<file path="config.mk">
export PLATFORM = sky130hd
export DESIGN_NAME = pwhc_parser
export DESIGN_NICKNAME = d
export VERILOG_FILES = /design/src/hw/rtl/pwhc_pkg.sv /design/src/hw/rtl/pwhc_parser.sv
export SDC_FILE = /design/constraint.sdc
export NUM_CORES = 1
export LEC_CHECK = 0
export BUFFER_PORTS_ARGS = -buffer_cell sky130_fd_sc_hd__buf_4
export CELL_PAD_IN_SITES_DETAIL_PLACEMENT = 1
export CELL_PAD_IN_SITES_GLOBAL_PLACEMENT = 2
export CORE_MARGIN = 10
export CORE_UTILIZATION = 36
export DETAILED_ROUTE_END_ITERATION = 12
export GPL_TIMING_DRIVEN = 0
export PLACE_DENSITY = 0.87
export SYNTH_ARGS = -nofsm -noshare
export SYNTH_HDL_FRONTEND = slang
export SYNTH_SLANG_ARGS = --single-unit
</file>
<file path="constraint.sdc">
create_clock -name clk_i -period 6.01 [get_ports clk_i]
set_clock_uncertainty 0.1 [all_clocks]
set_input_delay 0.3005 -clock clk_i [delete_from_list [all_inputs] [get_ports clk_i]]
set_output_delay 0.3005 -clock clk_i [all_outputs]
set_load 0.02 [all_outputs]
</file>
<file path="src/hw/rtl/pwhc_pkg.sv">
package pwhc_pkg;

  // Header layout
  localparam int unsigned HEADER_BYTES = 44;

  // Byte offsets that complete a checked or captured field
  localparam logic [5:0] POS_RIFF     = 6'd3;
  localparam logic [5:0] POS_CHUNK    = 6'd7;
  localparam logic [5:0] POS_WAVE     = 6'd11;
  localparam logic [5:0] POS_FMT      = 6'd15;
  localparam logic [5:0] POS_FMT_SIZE = 6'd19;
  localparam logic [5:0] POS_AFORMAT  = 6'd21;
  localparam logic [5:0] POS_CHANNELS = 6'd23;
  localparam logic [5:0] POS_RATE     = 6'd27;
  localparam logic [5:0] POS_BYTERATE = 6'd31;
  localparam logic [5:0] POS_ALIGN    = 6'd33;
  localparam logic [5:0] POS_BITS     = 6'd35;
  localparam logic [5:0] POS_DATA_TAG = 6'd39;
  localparam logic [5:0] POS_LAST     = 6'd43;

  // Little-endian tags as they sit in the byte collector
  localparam logic [31:0] TAG_RIFF = 32'h4646_4952;
  localparam logic [31:0] TAG_WAVE = 32'h4556_4157;
  localparam logic [23:0] TAG_FMT  = 24'h74_6D66;
  localparam logic [31:0] TAG_DATA = 32'h6174_6164;

  localparam logic [31:0] FMT_SIZE_PCM = 32'd16;
  localparam logic [15:0] AFORMAT_PCM  = 16'd1;

  // Verdict codes, in header order but for bits, which come before byte rate and align
  localparam logic [3:0] ST_GOOD      = 4'd0;
  localparam logic [3:0] ST_SHORT     = 4'd1;
  localparam logic [3:0] ST_RIFF      = 4'd2;
  localparam logic [3:0] ST_CHUNK     = 4'd3;
  localparam logic [3:0] ST_WAVE      = 4'd4;
  localparam logic [3:0] ST_FMT       = 4'd5;
  localparam logic [3:0] ST_FMT_SIZE  = 4'd6;
  localparam logic [3:0] ST_AFORMAT   = 4'd7;
  localparam logic [3:0] ST_CHANNELS  = 4'd8;
  localparam logic [3:0] ST_RATE      = 4'd9;
  localparam logic [3:0] ST_BITS      = 4'd10;
  localparam logic [3:0] ST_BYTERATE  = 4'd11;
  localparam logic [3:0] ST_ALIGN     = 4'd12;
  localparam logic [3:0] ST_DATA_TAG  = 4'd13;
  localparam logic [3:0] ST_DATA_SIZE = 4'd14;

  // Configuration register index
  localparam logic REG_TOTAL_FILE_BYTES = 1'b0;

  typedef enum logic [1:0] {
    MODE_HEADER,
    MODE_DATA,
    MODE_IDLE
  } mode_e;

  typedef struct packed {
    logic [7:0] data_byte;
    logic       first_byte;
  } in_beat_t;

  typedef struct packed {
    logic        is_header_result;
    logic [3:0]  status;
    logic        padded;
    logic [15:0] channel_count;
    logic [31:0] sample_rate;
    logic [15:0] sample_bits;
    logic [31:0] data_length;
    logic [7:0]  payload_byte;
    logic        last;
  } out_beat_t;

endpackage

</file>
<file path="src/hw/rtl/pwhc_parser.sv">
module pwhc_parser (
  input  logic                clk_i,
  input  logic                rst_ni,
  input  logic                step_i,
  input  pwhc_pkg::in_beat_t  beat_i,
  input  logic [31:0]         file_bytes_i,
  output logic                res_valid_o,
  output pwhc_pkg::out_beat_t res_o
);

  logic [5:0]            pos_q, pos_d;
  pwhc_pkg::mode_e       mode_q, mode_d;
  logic [3:0]            err_q, err_d;
  logic [31:0]           shift_q, shift_d;
  logic [15:0]           ch_q, ch_d;
  logic [31:0]           rate_q, rate_d;
  logic [31:0]           brate_q, brate_d;
  logic [15:0]           align_q, align_d;
  logic [15:0]           bits_q, bits_d;
  logic [31:0]           remain_q, remain_d;

  // State as seen after a first-byte restart
  logic [5:0]            pos_eff;
  pwhc_pkg::mode_e       mode_eff;
  logic [3:0]            err_eff;
  logic [31:0]           shift_prev;
  logic [31:0]           shift_new;
  logic                  short_file;
  logic [3:0]            err_chk;

  // Format products: channels and bits are 1/2 and 8/16 whenever they matter,
  // so frame/8 is a power of two 1, 2 or 4.
  logic [15:0]           new_bits;
  logic                  ch_ok, bits_ok;
  logic [1:0]            frame_log2;
  logic [33:0]           rate_scaled;
  logic                  fail_bits, fail_brate, fail_align;

  // Data size
  logic                  size_odd;
  logic [32:0]           size_sum;
  logic                  size_fail;
  logic                  hdr_fail;

  function automatic logic [3:0] note_error(logic [3:0] err, logic failed, logic [3:0] code);
    note_error = (failed && err == pwhc_pkg::ST_GOOD) ? code : err;
  endfunction

  assign pos_eff    = beat_i.first_byte ? 6'd0 : pos_q;
  assign mode_eff   = beat_i.first_byte ? pwhc_pkg::MODE_HEADER : mode_q;
  assign err_eff    = beat_i.first_byte ? pwhc_pkg::ST_GOOD : err_q;
  assign shift_prev = beat_i.first_byte ? 32'd0 : shift_q;
  assign shift_new  = {beat_i.data_byte, shift_prev[31:8]};
  assign short_file = (pos_eff == 6'd0) &&
                      (file_bytes_i < 32'(pwhc_pkg::HEADER_BYTES));

  assign new_bits    = shift_new[31:16];
  assign ch_ok       = (ch_q == 16'd1) || (ch_q == 16'd2);
  assign bits_ok     = (new_bits == 16'd8) || (new_bits == 16'd16);
  assign frame_log2  = {1'b0, ch_q == 16'd2} + {1'b0, new_bits == 16'd16};
  assign rate_scaled = {2'b00, rate_q} << frame_log2;
  assign fail_bits   = !bits_ok;
  assign fail_brate  = !(ch_ok && bits_ok) || (rate_scaled != {2'b00, brate_q});
  assign fail_align  = !(ch_ok && bits_ok) || (align_q != (16'd1 << frame_log2));

  assign size_odd  = shift_new[0];
  assign size_sum  = {1'b0, shift_new} + (size_odd ? 33'd45 : 33'd44);
  assign size_fail = size_sum != {1'b0, file_bytes_i};
  assign hdr_fail  = err_chk != pwhc_pkg::ST_GOOD;

  always_comb begin
    unique case (pos_eff)
      pwhc_pkg::POS_RIFF:
        err_chk = note_error(err_eff, shift_new != pwhc_pkg::TAG_RIFF, pwhc_pkg::ST_RIFF);
      pwhc_pkg::POS_CHUNK:
        err_chk = note_error(err_eff, ({1'b0, shift_new} + 33'd8) != {1'b0, file_bytes_i},
                             pwhc_pkg::ST_CHUNK);
      pwhc_pkg::POS_WAVE:
        err_chk = note_error(err_eff, shift_new != pwhc_pkg::TAG_WAVE, pwhc_pkg::ST_WAVE);
      pwhc_pkg::POS_FMT:
        err_chk = note_error(err_eff, shift_new[23:0] != pwhc_pkg::TAG_FMT, pwhc_pkg::ST_FMT);
      pwhc_pkg::POS_FMT_SIZE:
        err_chk = note_error(err_eff, shift_new != pwhc_pkg::FMT_SIZE_PCM,
                             pwhc_pkg::ST_FMT_SIZE);
      pwhc_pkg::POS_AFORMAT:
        err_chk = note_error(err_eff, new_bits != pwhc_pkg::AFORMAT_PCM,
                             pwhc_pkg::ST_AFORMAT);
      pwhc_pkg::POS_CHANNELS:
        err_chk = note_error(err_eff, (new_bits != 16'd1) && (new_bits != 16'd2),
                             pwhc_pkg::ST_CHANNELS);
      pwhc_pkg::POS_RATE:
        err_chk = note_error(err_eff, shift_new == 32'd0, pwhc_pkg::ST_RATE);
      pwhc_pkg::POS_BITS:
        err_chk = note_error(note_error(note_error(err_eff, fail_bits, pwhc_pkg::ST_BITS),
                                        fail_brate, pwhc_pkg::ST_BYTERATE),
                             fail_align, pwhc_pkg::ST_ALIGN);
      pwhc_pkg::POS_DATA_TAG:
        err_chk = note_error(err_eff, shift_new != pwhc_pkg::TAG_DATA, pwhc_pkg::ST_DATA_TAG);
      pwhc_pkg::POS_LAST:
        err_chk = note_error(err_eff, size_fail, pwhc_pkg::ST_DATA_SIZE);
      default:
        err_chk = err_eff;
    endcase
  end

  // Next state
  always_comb begin
    pos_d    = pos_q;
    mode_d   = mode_q;
    err_d    = err_q;
    shift_d  = shift_q;
    ch_d     = ch_q;
    rate_d   = rate_q;
    brate_d  = brate_q;
    align_d  = align_q;
    bits_d   = bits_q;
    remain_d = remain_q;
    if (step_i) begin
      pos_d   = pos_eff;
      mode_d  = mode_eff;
      err_d   = err_eff;
      shift_d = shift_prev;
      unique case (mode_eff)
        pwhc_pkg::MODE_DATA: begin
          if (remain_q == 32'd0) begin
            mode_d = pwhc_pkg::MODE_IDLE;
          end else begin
            remain_d = remain_q - 32'd1;
            if (remain_q == 32'd1) begin
              mode_d = pwhc_pkg::MODE_IDLE;
            end
          end
        end
        pwhc_pkg::MODE_HEADER: begin
          if (short_file) begin
            mode_d = pwhc_pkg::MODE_IDLE;
          end else begin
            shift_d = shift_new;
            err_d   = err_chk;
            pos_d   = pos_eff + 6'd1;
            unique case (pos_eff)
              pwhc_pkg::POS_CHANNELS: ch_d    = new_bits;
              pwhc_pkg::POS_RATE:     rate_d  = shift_new;
              pwhc_pkg::POS_BYTERATE: brate_d = shift_new;
              pwhc_pkg::POS_ALIGN:    align_d = new_bits;
              pwhc_pkg::POS_BITS:     bits_d  = new_bits;
              pwhc_pkg::POS_LAST: begin
                pos_d    = 6'd0;
                remain_d = shift_new;
                mode_d   = (hdr_fail || shift_new == 32'd0) ? pwhc_pkg::MODE_IDLE
                                                             : pwhc_pkg::MODE_DATA;
              end
              default: ;
            endcase
          end
        end
        default: ;
      endcase
    end
  end

  // Result
  always_comb begin
    res_valid_o = 1'b0;
    res_o       = '0;
    unique case (mode_eff)
      pwhc_pkg::MODE_DATA: begin
        res_valid_o        = remain_q != 32'd0;
        res_o.payload_byte = beat_i.data_byte;
        res_o.last         = remain_q == 32'd1;
      end
      pwhc_pkg::MODE_HEADER: begin
        if (short_file) begin
          res_valid_o            = 1'b1;
          res_o.is_header_result = 1'b1;
          res_o.status           = pwhc_pkg::ST_SHORT;
          res_o.last             = 1'b1;
        end else if (pos_eff == pwhc_pkg::POS_LAST) begin
          res_valid_o            = 1'b1;
          res_o.is_header_result = 1'b1;
          res_o.status           = err_chk;
          res_o.padded           = !hdr_fail && size_odd;
          res_o.channel_count    = ch_q;
          res_o.sample_rate      = rate_q;
          res_o.sample_bits      = bits_q;
          res_o.data_length      = shift_new;
          res_o.last             = hdr_fail || (shift_new == 32'd0);
        end
      end
      default: ;
    endcase
  end

  always_ff @(posedge clk_i or negedge rst_ni) begin
    if (!rst_ni) begin
      pos_q    <= 6'd0;
      mode_q   <= pwhc_pkg::MODE_HEADER;
      err_q    <= pwhc_pkg::ST_GOOD;
      shift_q  <= 32'd0;
      ch_q     <= 16'd0;
      rate_q   <= 32'd0;
      brate_q  <= 32'd0;
      align_q  <= 16'd0;
      bits_q   <= 16'd0;
      remain_q <= 32'd0;
    end else begin
      pos_q    <= pos_d;
      mode_q   <= mode_d;
      err_q    <= err_d;
      shift_q  <= shift_d;
      ch_q     <= ch_d;
      rate_q   <= rate_d;
      brate_q  <= brate_d;
      align_q  <= align_d;
      bits_q   <= bits_d;
      remain_q <= remain_d;
    end
  end

endmodule
</file>
# After elaboration in Yosys (flattened, before gate mapping)
# Cells that the tools add are included.
# op_classes
muxes	47
n_reduce_logical	41
n_addsub	5
order_cmp	1
bitwise	1
shift	2
n_eq_ne	33
# op_table
operator	n
$mux 102	2
$mux 32	6
$mux 97	1
$ne 32x31->1 const B	3
$ne 33x32->1	2
$logic_not 32->1	2
$mux 4	16
$pmux 32 s2	1
$pmux 4 s11	1
$ne 34x32->1	1
$shl 32x2->34	1
$add 32x4->33 const B	1
$add 32x6->33	1
$eq 32x1->1 const B	1
$lt 32x6->1 const B	1
$ne 32x5->1 const B	1
$reduce_bool 32->1	1
$sub 32x1->32 const B	1
$eq 6x5->1 const B	5
$eq 6x6->1 const B	4
$mux 6	4
$ne 24x23->1 const B	1
$reduce_and 4->1	5
$logic_and 1x1->1	17
other kinds (30)	51
# word_totals
output_inout_bits	112
regBits	188
wordCells	140
in_bits	44

# Longest topological paths before layout
# Gate-level depths: netlist of the first run.
# depth
ltp_word	19
mapped_depth	21
depth_no_buf	15

# Least setup slack after synthesis of the first run
# Ideal clock, no wire load.
# synth_timing
path_type	input port to output port
from	in beat_i[0] (netlist bit)
to	out res_o[105] (netlist bit)
arrival_ns	4.590
cell_stages	18
path_buffers	6
path_slack_ns	1.019
t_required_ns	5.609
path_cell_list	buf_6 > buf_4 > inv_1 > nand2_1 > clkbuf_1 > or4_1 > ha_1 > buf_2 > buf_4 > buf_4 > mux4_2 > xnor2_1 > nand4_1 > nor4_1 > nand4_1 > o21ai_0 > nand4_1 > nor4bb_1
# synth_lines
element	line	rtl
start, declared	pwhc_parser.sv:5	input pwhc_pkg::in_beat_t beat_i,
end, declared	pwhc_parser.sv:8	output pwhc_pkg::out_beat_t res_o

==> out/summary.md, run 1 <==
The maximum achievable frequency is 171 MHz. The signal on the critical path passes through nand2b_1 -> inv_1 -> ha_1 -> nand2_1 -> or4_1 -> clkbuf_1 -> o41ai_1 -> o21ai_0 -> a211oi_1 -> a21o_2 -> a41o_2 -> o21ai_1 -> nor4bb_1 -> buf_4. The logs give 0.970 for the weighted congestion reported at the end of routability-driven placement and 2,216 for the number of instances in the placed design.

The worst setup path is launched from a flip-flop. The tools report the count of final setup violators as 0. Sequential cells account for 43.3% of the total power. The logs give 6.94 nW for the static leakage and 43.7% for the final standard cell utilization of the core.

The slew of the pin with the lowest slew margin is 1.24 ns. For this run, the post-layout net count is 1,829. After detailed routing, the average wire length per cell comes to 27.1 um.

In the synthesized netlist, the number of instances is 1,596. For the setup slack after placement, the log shows -1.09 ns. Counting along the longest clock path gives a buffer depth of 2. The number of global-route vias before repair is 14,400.

The die is 213 um wide. TritonCTS built the clock tree. Detailed placement ended at an HPWL of 46,000 um.

Setup repair after global routing left no endpoint under its margin. The routed design could run at a clock period as short as 5.86 ns. 156 I/O pins were placed. The tools report the slack of the critical path as 0.146 ns. Fill cells in the final layout number 4,362.

The storage element area came out at 0.00451 mm^2. The critical path's largest stage delay came out at 0.66 ns. The flow ran to the end, and the final reports show no timing, DRC or antenna violations. Of the total power, the share spent switching nets is 30.1%. The region available for standard cell placement spans 0.0367 mm^2. Summed over all failing endpoints, the final setup total negative slack is 0 ns. The finished cells cover 0.0160 mm^2. For the total vias in the final route, the log shows 13,900. The run gives 0.0999 ns as the worst hold-check slack.

After clock tree synthesis, the clock-pin slew on the worst setup and hold paths is 0.07 ns. TritonCTS created 17 clock buffers. In the global route stage, overall resource usage came out at 26.8%.

The first TritonRoute pass finished after 5 iterations. The floorplan step defined a die boundary enclosing 0.0454 mm^2. Yosys printed 0 warnings.

Data on the critical path is required at its endpoint by 5.61 ns. The number of antenna violations at the first check in global routing came out at 2. For the remaining number of nets flagged by the antenna check after routing, the log shows 0. VDD sags by at most 0.209 mV. The logic depth of the worst register-to-register path was 15.

In this run the power spent charging and discharging nets is 0.873 mW. Slowest cell on the critical path: sky130_fd_sc_hd__dfrtp_1. The tools report the largest net degree at the start of global routing as 108. Sort of element at the end of the critical path: a primary output. The multi-input combinational cells in the finished layout cover a total of 0.00837 mm^2.

Across the run, the number of max-cap violations was 0. Once placement finished, the instance area stood at 0.0152 mm^2. The run gives 0 as the count of unresolved DRC violations after routing. The run gives 0 as the count of pins over their slew limit. The count of buffers added on input and output ports is 150.

The number of nets in the synthesized netlist is 1,652. The tools report the data arrival at the endpoint of the critical path as 5.46 ns. Global routing finished with a remaining overflow of 0.

For the relative max-transition margin, the log shows 16.7%. The ratio of cells with drive above 1 in the final layout was 18.3%; the routed via count divided by cell count was 6.14. The tree built by TritonCTS fans out to 180 sinks. Wires add up to 61,300 um.

The signed area change from the synthesized netlist to the final layout works out to 19.5%. The first global-routing pass estimated 92,400 um of wire. The run gives 1,144 as the count of routing violations after the opening detailed-route iteration. The critical path class is flip-flop to primary output.

The synthesized netlist occupies a cell area of 0.0134 mm^2. The number of synthesized register bits is 180, and the mean post-synth cell area is 8.40 um^2. The async set-or-reset flop fraction in the synthesized netlist was 100%; the final-report hold violation count was 0. The clock network accounts for 40.2% of the total power.

The completed layout was analyzed and its total power is 2.90 mW. Power spread over the standard cell area amounts to 181 mW/mm^2. The sequential-to-total area share from yosys stat is 33.6%, and the largest fanout on the critical path is 10.

The hold-critical path depth came out at 3. The tree is rooted in a sky130_fd_sc_hd__clkbuf_16. The path class of the tightest hold or removal check is input port to flip-flop.

The final instance count without filler cells came out at 2,259. The predominant post-synthesis flop cell was sky130_fd_sc_hd__dfrtp_1. The logs give 0.46 ns for the clock latency reported for the late side of the worst-skew pair and 4 for the H-tree depth. The initial standard-cell utilization of the core is 36.5%, and the die span in y is 213 um. The number of standard-cell rows in the floorplan is 70, and the number of enable-type register cells in the synthesized netlist is 0. The period utilization works out to 97.6%. Internal power: 2.03 mW.

The tools report the combinational share of power as 16.4%. Synthesis instantiated 96 different standard cells from the library.
-- cell families after synthesis --
kind of cell	share of synthesized area, %
and+or+nand+nor	28.1
buffers and inverters	4.98
AOI/OAI and AO/OA	17.9
muxes	7.86
adders and majority gates	1.12
DFF	33.6
xor gates and xnor gates	6.51
-- critical path, delay by kind of cell, from the launching register on --
kind / cells / cell delay, ns
compound gates: 6 / 1.87
fa+ha+maj: 1 / 0.32
buf+inv: 3 / 0.77
flops: 1 / 0.66
simple gates: 4 / 1.36
-- layout by cell type (no fill, tap or decap), types with 11 or more instances in the layout --
cell / synthesis / final
sky130_fd_sc_hd__a211oi_1: 15 / 15
sky130_fd_sc_hd__nor2_1: 113 / 113
sky130_fd_sc_hd__buf_2: 19 / 14
sky130_fd_sc_hd__clkbuf_1: 93 / 90
sky130_fd_sc_hd__clkbuf_16: 0 / 17
sky130_fd_sc_hd__and2_1: 19 / 19
sky130_fd_sc_hd__nand2b_1: 29 / 29
sky130_fd_sc_hd__buf_4: 4 / 161
sky130_fd_sc_hd__inv_1: 26 / 26
sky130_fd_sc_hd__o21ai_0: 161 / 159
sky130_fd_sc_hd__nand3_1: 36 / 36
sky130_fd_sc_hd__nor3_1: 40 / 40
sky130_fd_sc_hd__xor2_1: 35 / 35
sky130_fd_sc_hd__ha_1: 12 / 12
sky130_fd_sc_hd__o22ai_1: 13 / 13
sky130_fd_sc_hd__nand4_1: 34 / 34
sky130_fd_sc_hd__nand2_1: 168 / 167
sky130_fd_sc_hd__xnor2_1: 62 / 58
sky130_fd_sc_hd__or3_1: 11 / 11
sky130_fd_sc_hd__a22oi_1: 14 / 14
sky130_fd_sc_hd__mux2i_1: 31 / 30
sky130_fd_sc_hd__nor2b_1: 22 / 22
sky130_fd_sc_hd__and3_1: 80 / 80
sky130_fd_sc_hd__mux2_2: 38 / 38
sky130_fd_sc_hd__nor4_1: 45 / 40
sky130_fd_sc_hd__nand3b_1: 14 / 14
sky130_fd_sc_hd__a21oi_1: 49 / 49
sky130_fd_sc_hd__a22o_1: 25 / 25
sky130_fd_sc_hd__dfrtp_1: 180 / 179
sky130_fd_sc_hd__mux4_2: 13 / 13
-- final timing paths --
| check | startpoint | endpoint | slack [ns] |
|---|---|---|---|
| worst max-delay path | shift_q[12] | res_o[105] | 0.15 |
| worst min-delay path | step_i | pos_q[4] | 0.1 |
| worst max register to register | shift_q[12] | mode_q[1] | 0.92 |
| worst min register to register | bits_q[5] | bits_q[5] | 0.38 |
| max in group asynchronous | rst_ni | brate_q[2] | 4.48 |
| min in group asynchronous | rst_ni | bits_q[1] | 0.33 |
-- sequential cells by signal (all words and copies together) (netlist names) --
name	flops
brate_q	32
rate_q	32
remain_q	32
shift_q	24
align_q	16
bits_q	16
ch_q	16
pos_q	6
err_q	4
mode_q	2
-- synthesized netlist by cell type (all sizes together) (8+ instances only) --
| cell type | number | area share (%) |
|---|---|---|
| a211oi | 15 | 0.84 |
| a21oi | 50 | 1.9 |
| a22o | 25 | 1.6 |
| a22oi | 14 | 0.78 |
| a31oi | 10 | 0.47 |
| and2 | 20 | 0.93 |
| and3 | 80 | 3.7 |
| buf | 37 | 1.6 |
| clkbuf | 94 | 2.6 |
| dfrtp | 180 | 34 |
| ha | 12 | 1.1 |
| inv | 26 | 0.73 |
| mux2 | 40 | 3.4 |
| mux2i | 31 | 2.3 |
| mux4 | 13 | 2.2 |
| nand2 | 168 | 4.7 |
| nand2b | 30 | 1.4 |
| nand3 | 36 | 1.3 |
| nand3b | 14 | 0.78 |
| nand4 | 35 | 1.7 |
| nand4b | 9 | 0.75 |
| nor2 | 114 | 3.2 |
| nor2b | 22 | 1.0 |
| nor3 | 42 | 1.6 |
| nor4 | 47 | 2.4 |
| nor4b | 10 | 0.77 |
| o211ai | 8 | 0.49 |
| o21ai | 165 | 6.2 |
| o22ai | 13 | 0.61 |
| o31ai | 10 | 0.56 |
| or2 | 11 | 0.51 |
| or3 | 12 | 0.60 |
| or4 | 13 | 0.78 |
| xnor2 | 62 | 4.1 |
| xor2 | 35 | 2.3 |
-- cell type report --
class                           instances  share of cell area, %
Timing Repair Buffer                  160                   7.69
Clock buffer                           21                   2.94
Inverter                               26                  0.609
Sequential cell                       180                   28.1
Clock inverter                         11                  0.781
Buffer                                129                   3.90
Tap cell                              468                   3.66
Multi-Input combinational cell       1259                   52.2
Antenna cell                            5                 0.0781
-- power groups by stage --
stage | clock network, mW | registers [mW] | logic (mW)
2_1_floorplan | 0 | 1.27 | 0.256
3_3_place_gp | 0 | 1.28 | 0.449
3_5_place_dp | 0 | 1.28 | 0.459
4_1_cts | 1.18 | 1.25 | 0.470
5_1_grt | 1.22 | 1.26 | 0.510
6_report | 1.17 | 1.26 | 0.478
-- metal layers --
| layer | routed length, um | track usage, % | vias up |
|---|---|---|---|
| met5 | 0 | 0 | - |
| met3 | 3550 | 4.68 | 107 |
| met1 | 25600 | 33.5 | 7123 |
| li1 | - | - | 6199 |
| met4 | 2290 | 10.8 | 0 |
| met2 | 29800 | 45.0 | 441 |
-- timing repair --
item	4_1_cts	5_1_grt
setup buffers	3	4
hold buffers	1	0
endpoints found under the hold margin	73	0
setup endpoints to repair	27	2
resized for setup	24	25
pin swaps	3	9
No activity file was read; power rests on OpenSTA's default activity.
==> run 2, diff against run 1 <==
--- a/config.mk
+++ b/config.mk
@@ -8,11 +8,12 @@
 export BUFFER_PORTS_ARGS = -buffer_cell sky130_fd_sc_hd__buf_4
 export CELL_PAD_IN_SITES_DETAIL_PLACEMENT = 1
 export CELL_PAD_IN_SITES_GLOBAL_PLACEMENT = 2
-export CORE_MARGIN = 10
+export CORE_MARGIN = 3
 export CORE_UTILIZATION = 36
 export DETAILED_ROUTE_END_ITERATION = 12
 export GPL_TIMING_DRIVEN = 0
 export PLACE_DENSITY = 0.87
+export SETUP_SLACK_MARGIN = 0.3
 export SYNTH_ARGS = -nofsm -noshare
 export SYNTH_HDL_FRONTEND = slang
 export SYNTH_SLANG_ARGS = --single-unit
==> run 2 against run 1 <==
  * Power grew 0.66%
  * Fmax up 1.8%
  * Global-route usage rose by 3.8 points
  * Die area is 13% lower
  * First-iteration DRC count is 8.8% higher
  * Register-to-register slack improved by 0.16 ns
  * Critical path type unchanged
==> out/summary.md, run 2 (same netlist as run 1, synthesis figures left out) <==
The flow ran to the end, and the final reports show no timing, DRC or antenna violations. The worst min-delay path class was input port to flip-flop. TritonCTS built the clock tree. Summed over all layers, the routed wires come to 61,500 um. Summed over all nets, the half-perimeter wirelength after detailed placement is 45,000 um. The number of standard-cell rows in the floorplan is 70, and the data arrival at the endpoint of the critical path is 5.36 ns. Using the TritonRoute via totals, the vias-per-cell ratio works out to 6.20.

Among cell families on the critical path, the largest total delay comes from simple AND/OR/NAND/NOR gates. The part of the power in the clock network was 40.5%. The sort of element at the end of the critical path is a primary output.

Setup violations remaining at the end of the flow were counted as 0. The switching share of total power was 31.3%. Per report_power, the combinational group accounts for 16.6% of the total.

For the worst-skew pair, the clock arrives at the later sink with an insertion delay of 0.46 ns. In this run the static leakage power is 7.06 nW. In the final design database the tool counted 1,844 nets.

From left edge to right edge, the die measures 199 um. After routing the design area is 0.0163 mm^2. The number of antenna violations at the first check in global routing came out at 2. The top cell types in the final layout, fill and taps aside, are sky130_fd_sc_hd__dfrtp_1 (178), sky130_fd_sc_hd__buf_4 (173), sky130_fd_sc_hd__nand2_1 (167).

The final instance count without filler cells came out at 2,269. The die covers 0.0396 mm^2. The detailed router placed 14,100 vias in this run. Max-cap violations in this run came to 0. The first TritonRoute pass finished after 5 iterations.

The number of placed instances, taps included, is 2,216. STA classifies the critical path startpoint as a flip-flop. The count of input and output buffers was 150. Most common cell after layout, fill and taps aside: sky130_fd_sc_hd__dfrtp_1.

Summing internal, switching and leakage power gives 2.92 mW. The first global-routing pass estimated 91,500 um of wire. After global routing the overflow that remains totals 0.

Critical path class: flip-flop to primary output. The remaining number of nets flagged by the antenna check after routing came out at 0. Cells fill 44.5% of the core in the end. On the critical path, the stage with the largest delay is an instance of sky130_fd_sc_hd__mux4_2. Dividing the detail-routed wire length by the instance count gives 27.1 um.

Dividing total power by cell area gives a power density of 179 mW/mm^2. For the count of routing violations after the opening detailed-route iteration, the log shows 1,245. The largest registers in the layout are brate_q x32, rate_q x32, remain_q x32.

The tools report the count of unresolved DRC violations after routing as 0. At the pin with the least slew margin, the transition time is 1.18 ns. The net switching power was 0.915 mW. The clock tree root buffer cell was sky130_fd_sc_hd__clkbuf_16.

Measured along the y axis, the die boundary spans 199 um. The core region area came out at 0.0367 mm^2. The critical path contains buffers and inverters numbering 5 combined. Setup repair after global routing could not meet its margin everywhere. The repair_antennas step left the layout with diodes totalling 0.

Routability-driven placement finished with a final weighted congestion of 0.946. Ratio of cells with drive above 1 in the final layout: 20.1%. The internal power of the cells totals 2.01 mW. Of all nets on the critical path, the largest fanout is 5. The initial standard-cell utilization of the core was 36.5%; the relative max-transition margin was 21.3%. The run gives 5.61 ns as the data required time of the critical path.

No sink is reached through more buffers than the 2 on the longest clock path. The signal on the critical path passes through nor4_4 -> nand4_1 -> or3b_4 -> ha_4 -> buf_6 -> buf_12 -> buf_4 -> mux4_2 -> xnor2_1 -> nand2_1 -> nor4_1 -> nand4_1 -> o21ai_2 -> nand4_1 -> nor4b_4 -> buf_4 -> o32ai_2 -> buf_4. Clock tree synthesis found a total of 180 sinks. Derived from the worst setup path, the maximum achievable clock frequency is 174 MHz. The run gives 30.7% as the global routing usage summed across all routing layers.

The number of global-route vias before repair is 14,500. The H-tree was split into 4 levels. The count of pins over their slew limit is 0. The tools report the final-report hold violation count as 0. 156 I/O pins were placed. The part of the total power dissipated in sequential elements is 42.9%. Entering global routing, the biggest net connects 98 pins. The routed design could run at a clock period as short as 5.76 ns. Compared with the post-synthesis result, the final layout area differs by 21.8%.

Area of placed instances: 0.0152 mm^2. The total CTS buffers is 17, and the critical path's largest stage delay is 0.50 ns. The final critical path takes up 95.8% of the cycle. The worst-case IR drop observed on VDD is 0.206 mV. Clock transition at the register clock pins on the worst setup and hold paths after CTS: 0.08 ns.
-- run 2: final timing paths --
check / start / to / slack [ns] / cells after the start
worst max-delay path: ch_q[5] / res_o[0] / 0.25 / 18
worst min-delay path: step_i / pos_q[4] / 0.10 / 3
worst max register to register: ch_q[5] / mode_q[1] / 1.08 / 17
worst min register to register: bits_q[4] / bits_q[4] / 0.38 / 2
max in group asynchronous: rst_ni / brate_q[20] / 4.49 / 3
min in group asynchronous: rst_ni / bits_q[6] / 0.36 / 2
-- run 2: power groups by stage --
stage	Sequential (mW)	Combinational, mW	Clock (mW)
finish	1.25	0.485	1.18
global placement	1.28	0.449	0
global route	1.26	0.514	1.24
floorplan	1.27	0.256	0
CTS	1.25	0.470	1.19
detailed placement	1.28	0.458	0
-- run 2: timing repair --
action | in CTS | in global routing
setup buffers | 13 | 7
hold buffers | 1 | 0
endpoints found under the setup margin | 32 | 22
gates resized for setup | 61 | 28
pin swaps | 13 | 18
endpoints found under the hold margin | 96 | 0
-- run 2: metal layers --
| layer | global-route usage [%] | routed length (um) | vias up | share of wire (%) |
|---|---|---|---|---|
| met5 | 0 | 0 | - | 0 |
| met3 | 4.44 | 3190 | 134 | 5.2 |
| met2 | 52.1 | 30100 | 524 | 49 |
| met1 | 39.0 | 25500 | 7186 | 42 |
| met4 | 13.2 | 2670 | 0 | 4.3 |
| li1 | - | - | 6222 | - |
-- run 2: area by class of cell --
| class | count | area [um^2] |
|---|---|---|
| clock buffers | 17 | 425 |
| plain buffers | 131 | 694 |
| well taps | 468 | 586 |
| inverters | 26 | 101 |
| flip-flops and latches | 180 | 4510 |
| repair buffers | 173 | 1350 |
| fillers | 4359 | 20400 |
| clock inverters | 15 | 178 |
| multi-input cells | 1259 | 8480 |
-- run 2: stage by stage --
| stage | hold WS (ns) | worst slack, ns | TNS, ns |
|---|---|---|---|
| finish | 0.103 | 0.250 | 0 |
| global placement | 0.358 | -1.60 | -231.46 |
| global route | 0.109 | 0.133 | 0 |
| detailed placement | 0.305 | -1.03 | -5.24 |
| floorplan | -0.0951 | 1.02 | 0 |
| CTS | 0.0894 | 0.307 | 0 |
-- run 2: worst register-to-register path, cell delays in order (launching register included) --
cell and delay [ns]:
sky130_fd_sc_hd__dfrtp_1 0.42, sky130_fd_sc_hd__nor4_4 0.39, sky130_fd_sc_hd__nand4_1 0.27, sky130_fd_sc_hd__or3b_4 0.46
sky130_fd_sc_hd__ha_4 0.27, sky130_fd_sc_hd__buf_6 0.11, sky130_fd_sc_hd__buf_12 0.12, sky130_fd_sc_hd__buf_4 0.11
sky130_fd_sc_hd__mux4_2 0.50, sky130_fd_sc_hd__xnor2_1 0.33, sky130_fd_sc_hd__nand2_1 0.12, sky130_fd_sc_hd__nor4_1 0.28
sky130_fd_sc_hd__nand4_1 0.28, sky130_fd_sc_hd__o21ai_2 0.25, sky130_fd_sc_hd__nand4_1 0.21, sky130_fd_sc_hd__nor4b_4 0.32
sky130_fd_sc_hd__buf_4 0.20, sky130_fd_sc_hd__o31ai_1 0.07
==> run 3, diff against run 2 <==
--- a/config.mk
+++ b/config.mk
@@ -9,11 +9,10 @@
 export CELL_PAD_IN_SITES_DETAIL_PLACEMENT = 1
 export CELL_PAD_IN_SITES_GLOBAL_PLACEMENT = 2
 export CORE_MARGIN = 3
-export CORE_UTILIZATION = 36
+export CORE_UTILIZATION = 33
 export DETAILED_ROUTE_END_ITERATION = 12
 export GPL_TIMING_DRIVEN = 0
-export PLACE_DENSITY = 0.87
-export SETUP_SLACK_MARGIN = 0.3
+export PLACE_DENSITY = 0.84
 export SYNTH_ARGS = -nofsm -noshare
 export SYNTH_HDL_FRONTEND = slang
 export SYNTH_SLANG_ARGS = --single-unit
==> constraint.sdc (replaced) <==
create_clock -name clk_i -period 4.6 [get_ports clk_i]
set_clock_uncertainty 0.1 [all_clocks]
set_input_delay 0.23 -clock clk_i [delete_from_list [all_inputs] [get_ports clk_i]]
set_output_delay 0.23 -clock clk_i [all_outputs]
set_load 0.02 [all_outputs]
==> run 3 against run 2 <==
  * The flow now finishes with violations (negative setup slack)
  * Combinational power rose by 37%
  * Cell area increased by 3.0%
  * Non-clock buffer count is 23 higher
  * Clock power rose by 30%
  * Wire length up 0.37%
  * Critical path type is now input port to primary output
==> out/summary.md, run 3 (same netlist as run 1, synthesis figures left out) <==
Once layout is complete, the cells apart from fillers number 2,349. After clock tree synthesis, the clock-pin slew on the worst setup and hold paths is 0.07 ns. H-tree depth: 4. Slack of the critical path: -0.882 ns. The checks that failed: negative setup slack. In this run the power density over the cells is 228 mW/mm^2. Data on the critical path is required at its endpoint by 4.27 ns. The HPWL after detailed placement is 45,000 um. The clock tree root buffer cell is sky130_fd_sc_hd__clkbuf_16. For this run, design rule violations remaining after detail routing come to 0.

In this run the cell area measured after placement is 0.0153 mm^2. After detailed routing, the average wire length per cell comes to 26.3 um. Startpoint kind of the worst setup timing path: an input port.

Summed over all layers, the global routing overflow is 0. The logs give 5.15 ns for the data arrival at the endpoint of the critical path and 61,700 um for the aggregate routed wire length. The largest registers in the layout are brate_q x32, rate_q x32, remain_q x32. Post-layout net count: 1,867. The largest fanout on the critical path came out at 10. The detail route stage leaves a number of antenna-violating nets equal to 0. The largest single stage delay on the critical path is 0.55 ns.

The clock latency reported for the late side of the worst-skew pair is 0.45 ns, and the ratio of cells with drive above 1 in the final layout is 22.9%. The number of global-route vias before repair is 14,600, and the count of fill cells added during filler insertion is 4,717. The tools report the first element of the critical path as beat_i[0]. Measured against its own limit, the worst slew margin works out to 19.0%.

Critical path class: input port to primary output. The logs give 4 for the number of antenna violations at the first check in global routing and 92,000 um for the wire length of the first global-routing pass. The worst-case IR drop observed on VDD is 0.276 mV.

Across all layers, the routed design uses 14,100 vias. The count of pins over their slew limit came out at 0. Subtracting the final worst setup slack from the clock period gives 5.48 ns. The count of buffers added on input and output ports is 150.

Across the run, the number of max-cap violations was 0. The die footprint is 0.0431 mm^2. For this block, the initial DRC count from the detailed router was 1,081. Final hold analysis gives a worst-case slack of 0.0645 ns. The startpoint identified for the worst register-to-register timing path is shift_q[27]. The worst path uses 119% of the clock period.

The flow ran to the end, but the final reports show violations. Setup violations remaining at the end of the flow were counted as 9. The initialized floorplan defines 73 standard-cell rows. The area of all placed cells without fillers was 0.0168 mm^2. The sort of element at the end of the critical path is a primary output.

The die boundary width is 208 um. Setup repair after global routing could not meet its margin everywhere. The global routing usage summed across all routing layers is 27.8%. The most common cell after layout, fill and taps aside is sky130_fd_sc_hd__buf_4.

The logs give 0.945 for the weighted congestion reported at the end of routability-driven placement and 0 for the final-report hold violation count. TritonCTS built the clock tree. The routed via count divided by cell count was 6.02; the core region area was 0.0399 mm^2. The longest clock path from root to sink contains 2 buffers. In the final timing run, aggregate negative setup slack is -4.26 ns. The signal on the critical path passes through buf_4 -> buf_6 -> buf_4 -> inv_1 -> nand2_2 -> buf_12 -> or4_4 -> ha_4 -> buf_12 -> buf_12 -> mux4_2 -> xnor2_2 -> nand4_1 -> nor4_2 -> nand4_1 -> buf_4 -> a31oi_4 -> a21oi_2 -> nor4b_4 -> buf_6 -> o32ai_4 -> buf_6. The logs give 180 for the total number of clock tree sinks and -2.37 ns for the setup slack after placement.

The area growth from synthesis to layout is 25.5%. The number of instances in the placed design was 2,272; the die span in y was 208 um. The library cells used most frequently in the layout, excluding fill and tap cells, are sky130_fd_sc_hd__buf_4 (193), sky130_fd_sc_hd__dfrtp_1 (176), sky130_fd_sc_hd__nand2_1 (166). The initial standard-cell utilization of the core was 33.6%; the total CTS buffers was 17.

Slowest cell on the critical path: sky130_fd_sc_hd__or4_4. The first TritonRoute pass finished after 5 iterations. The origin of the worst min-delay path was step_i. Slew of the pin with the lowest slew margin: 1.21 ns.

Pin placement for this block handled 156 I/O pins. The static leakage came out at 7.24 nW. The worst hold path belongs to the class input port to flip-flop. The run gives 182 MHz as the maximum achievable frequency. Entering global routing, the biggest net connects 98 pins.
## run 3: cell count changes in the layout (fill, tap and decap cells not counted), moves of 4 or more
cell and delta:
sky130_fd_sc_hd__clkbuf_8 +4, sky130_fd_sc_hd__clkinvlp_4 -5, sky130_fd_sc_hd__clkbuf_1 -5, sky130_fd_sc_hd__clkbuf_2 +6
sky130_fd_sc_hd__buf_4 +20, sky130_fd_sc_hd__mux2i_4 +4, sky130_fd_sc_hd__nor2_2 +4, sky130_fd_sc_hd__xnor2_2 +8
sky130_fd_sc_hd__xnor2_1 -9, sky130_fd_sc_hd__nor2_1 -4, sky130_fd_sc_hd__buf_6 +4
## run 3: metal layers
| metal | vias to the layer above | part of all wire (%) | wire [um] | global-route usage, % |
|---|---|---|---|---|
| met5 | - | 0 | 0 | 0 |
| met4 | 0 | 5.0 | 3110 | 13.1 |
| met3 | 164 | 6.2 | 3850 | 5.85 |
| met2 | 520 | 47 | 29300 | 45.9 |
| met1 | 7191 | 41 | 25500 | 34.7 |
| li1 | 6268 | - | - | - |
## run 3: critical path, delay by kind of cell
kind                       cells  cell delay [ns]
and+or+nand+nor                6             1.66
adders and majority gates      1             0.36
AOI/OAI and AO/OA              3             0.39
buffers and inverters         10             1.71
muxes                          1             0.53
xor gates and xnor gates       1             0.23
## run 3: timing repair
item,in CTS,in global routing
pin swaps,20,24
gates cloned,1,0
gates resized for setup,110,45
buffers inserted,29,17
hold buffers,1,0
setup endpoints to repair,272,76
hold endpoints to repair,96,0
## run 3: per-stage QoR
step | power (mW) | utilization [%]
after floorplan | 1.99 | -
after global placement | 2.26 | 38.1
after detailed placement | 2.28 | 38.2
after CTS | 3.82 | 41.5
after global routing | 3.96 | 42.1
final | 3.84 | 42.1
## run 3: final cells by class
type	count	area [um^2]	share of cell area, %
multi-input combinational	1259	8680	51.6
timing repair buffer	199	1570	9.34
inverter	26	97.6	0.580
clock buffer	25	495	2.95
buffer	128	719	4.28
clock inverter	6	91.3	0.543
tap	525	657	3.90
sequential	180	4510	26.8
antenna	1	2.50	0.0149
## run 3: path summary, 6_finish.rpt
check	to	slack (ns)	cells past startpoint
max	res_o[0]	-0.88	22
min	pos_q[4]	0.06	3
max reg2reg	err_q[1]	-0.13	18
min reg2reg	bits_q[7]	0.39	2
max in group asynchronous	shift_q[29]	3.19	3
min in group asynchronous	ch_q[9]	0.28	2
## run 3: power breakdown
part,total (mW),internal [mW],switching [mW]
combinational,0.664,0.220,0.444
clock,1.53,0.861,0.670
sequential,1.64,1.61,0.0354
total,3.84,2.69,1.15
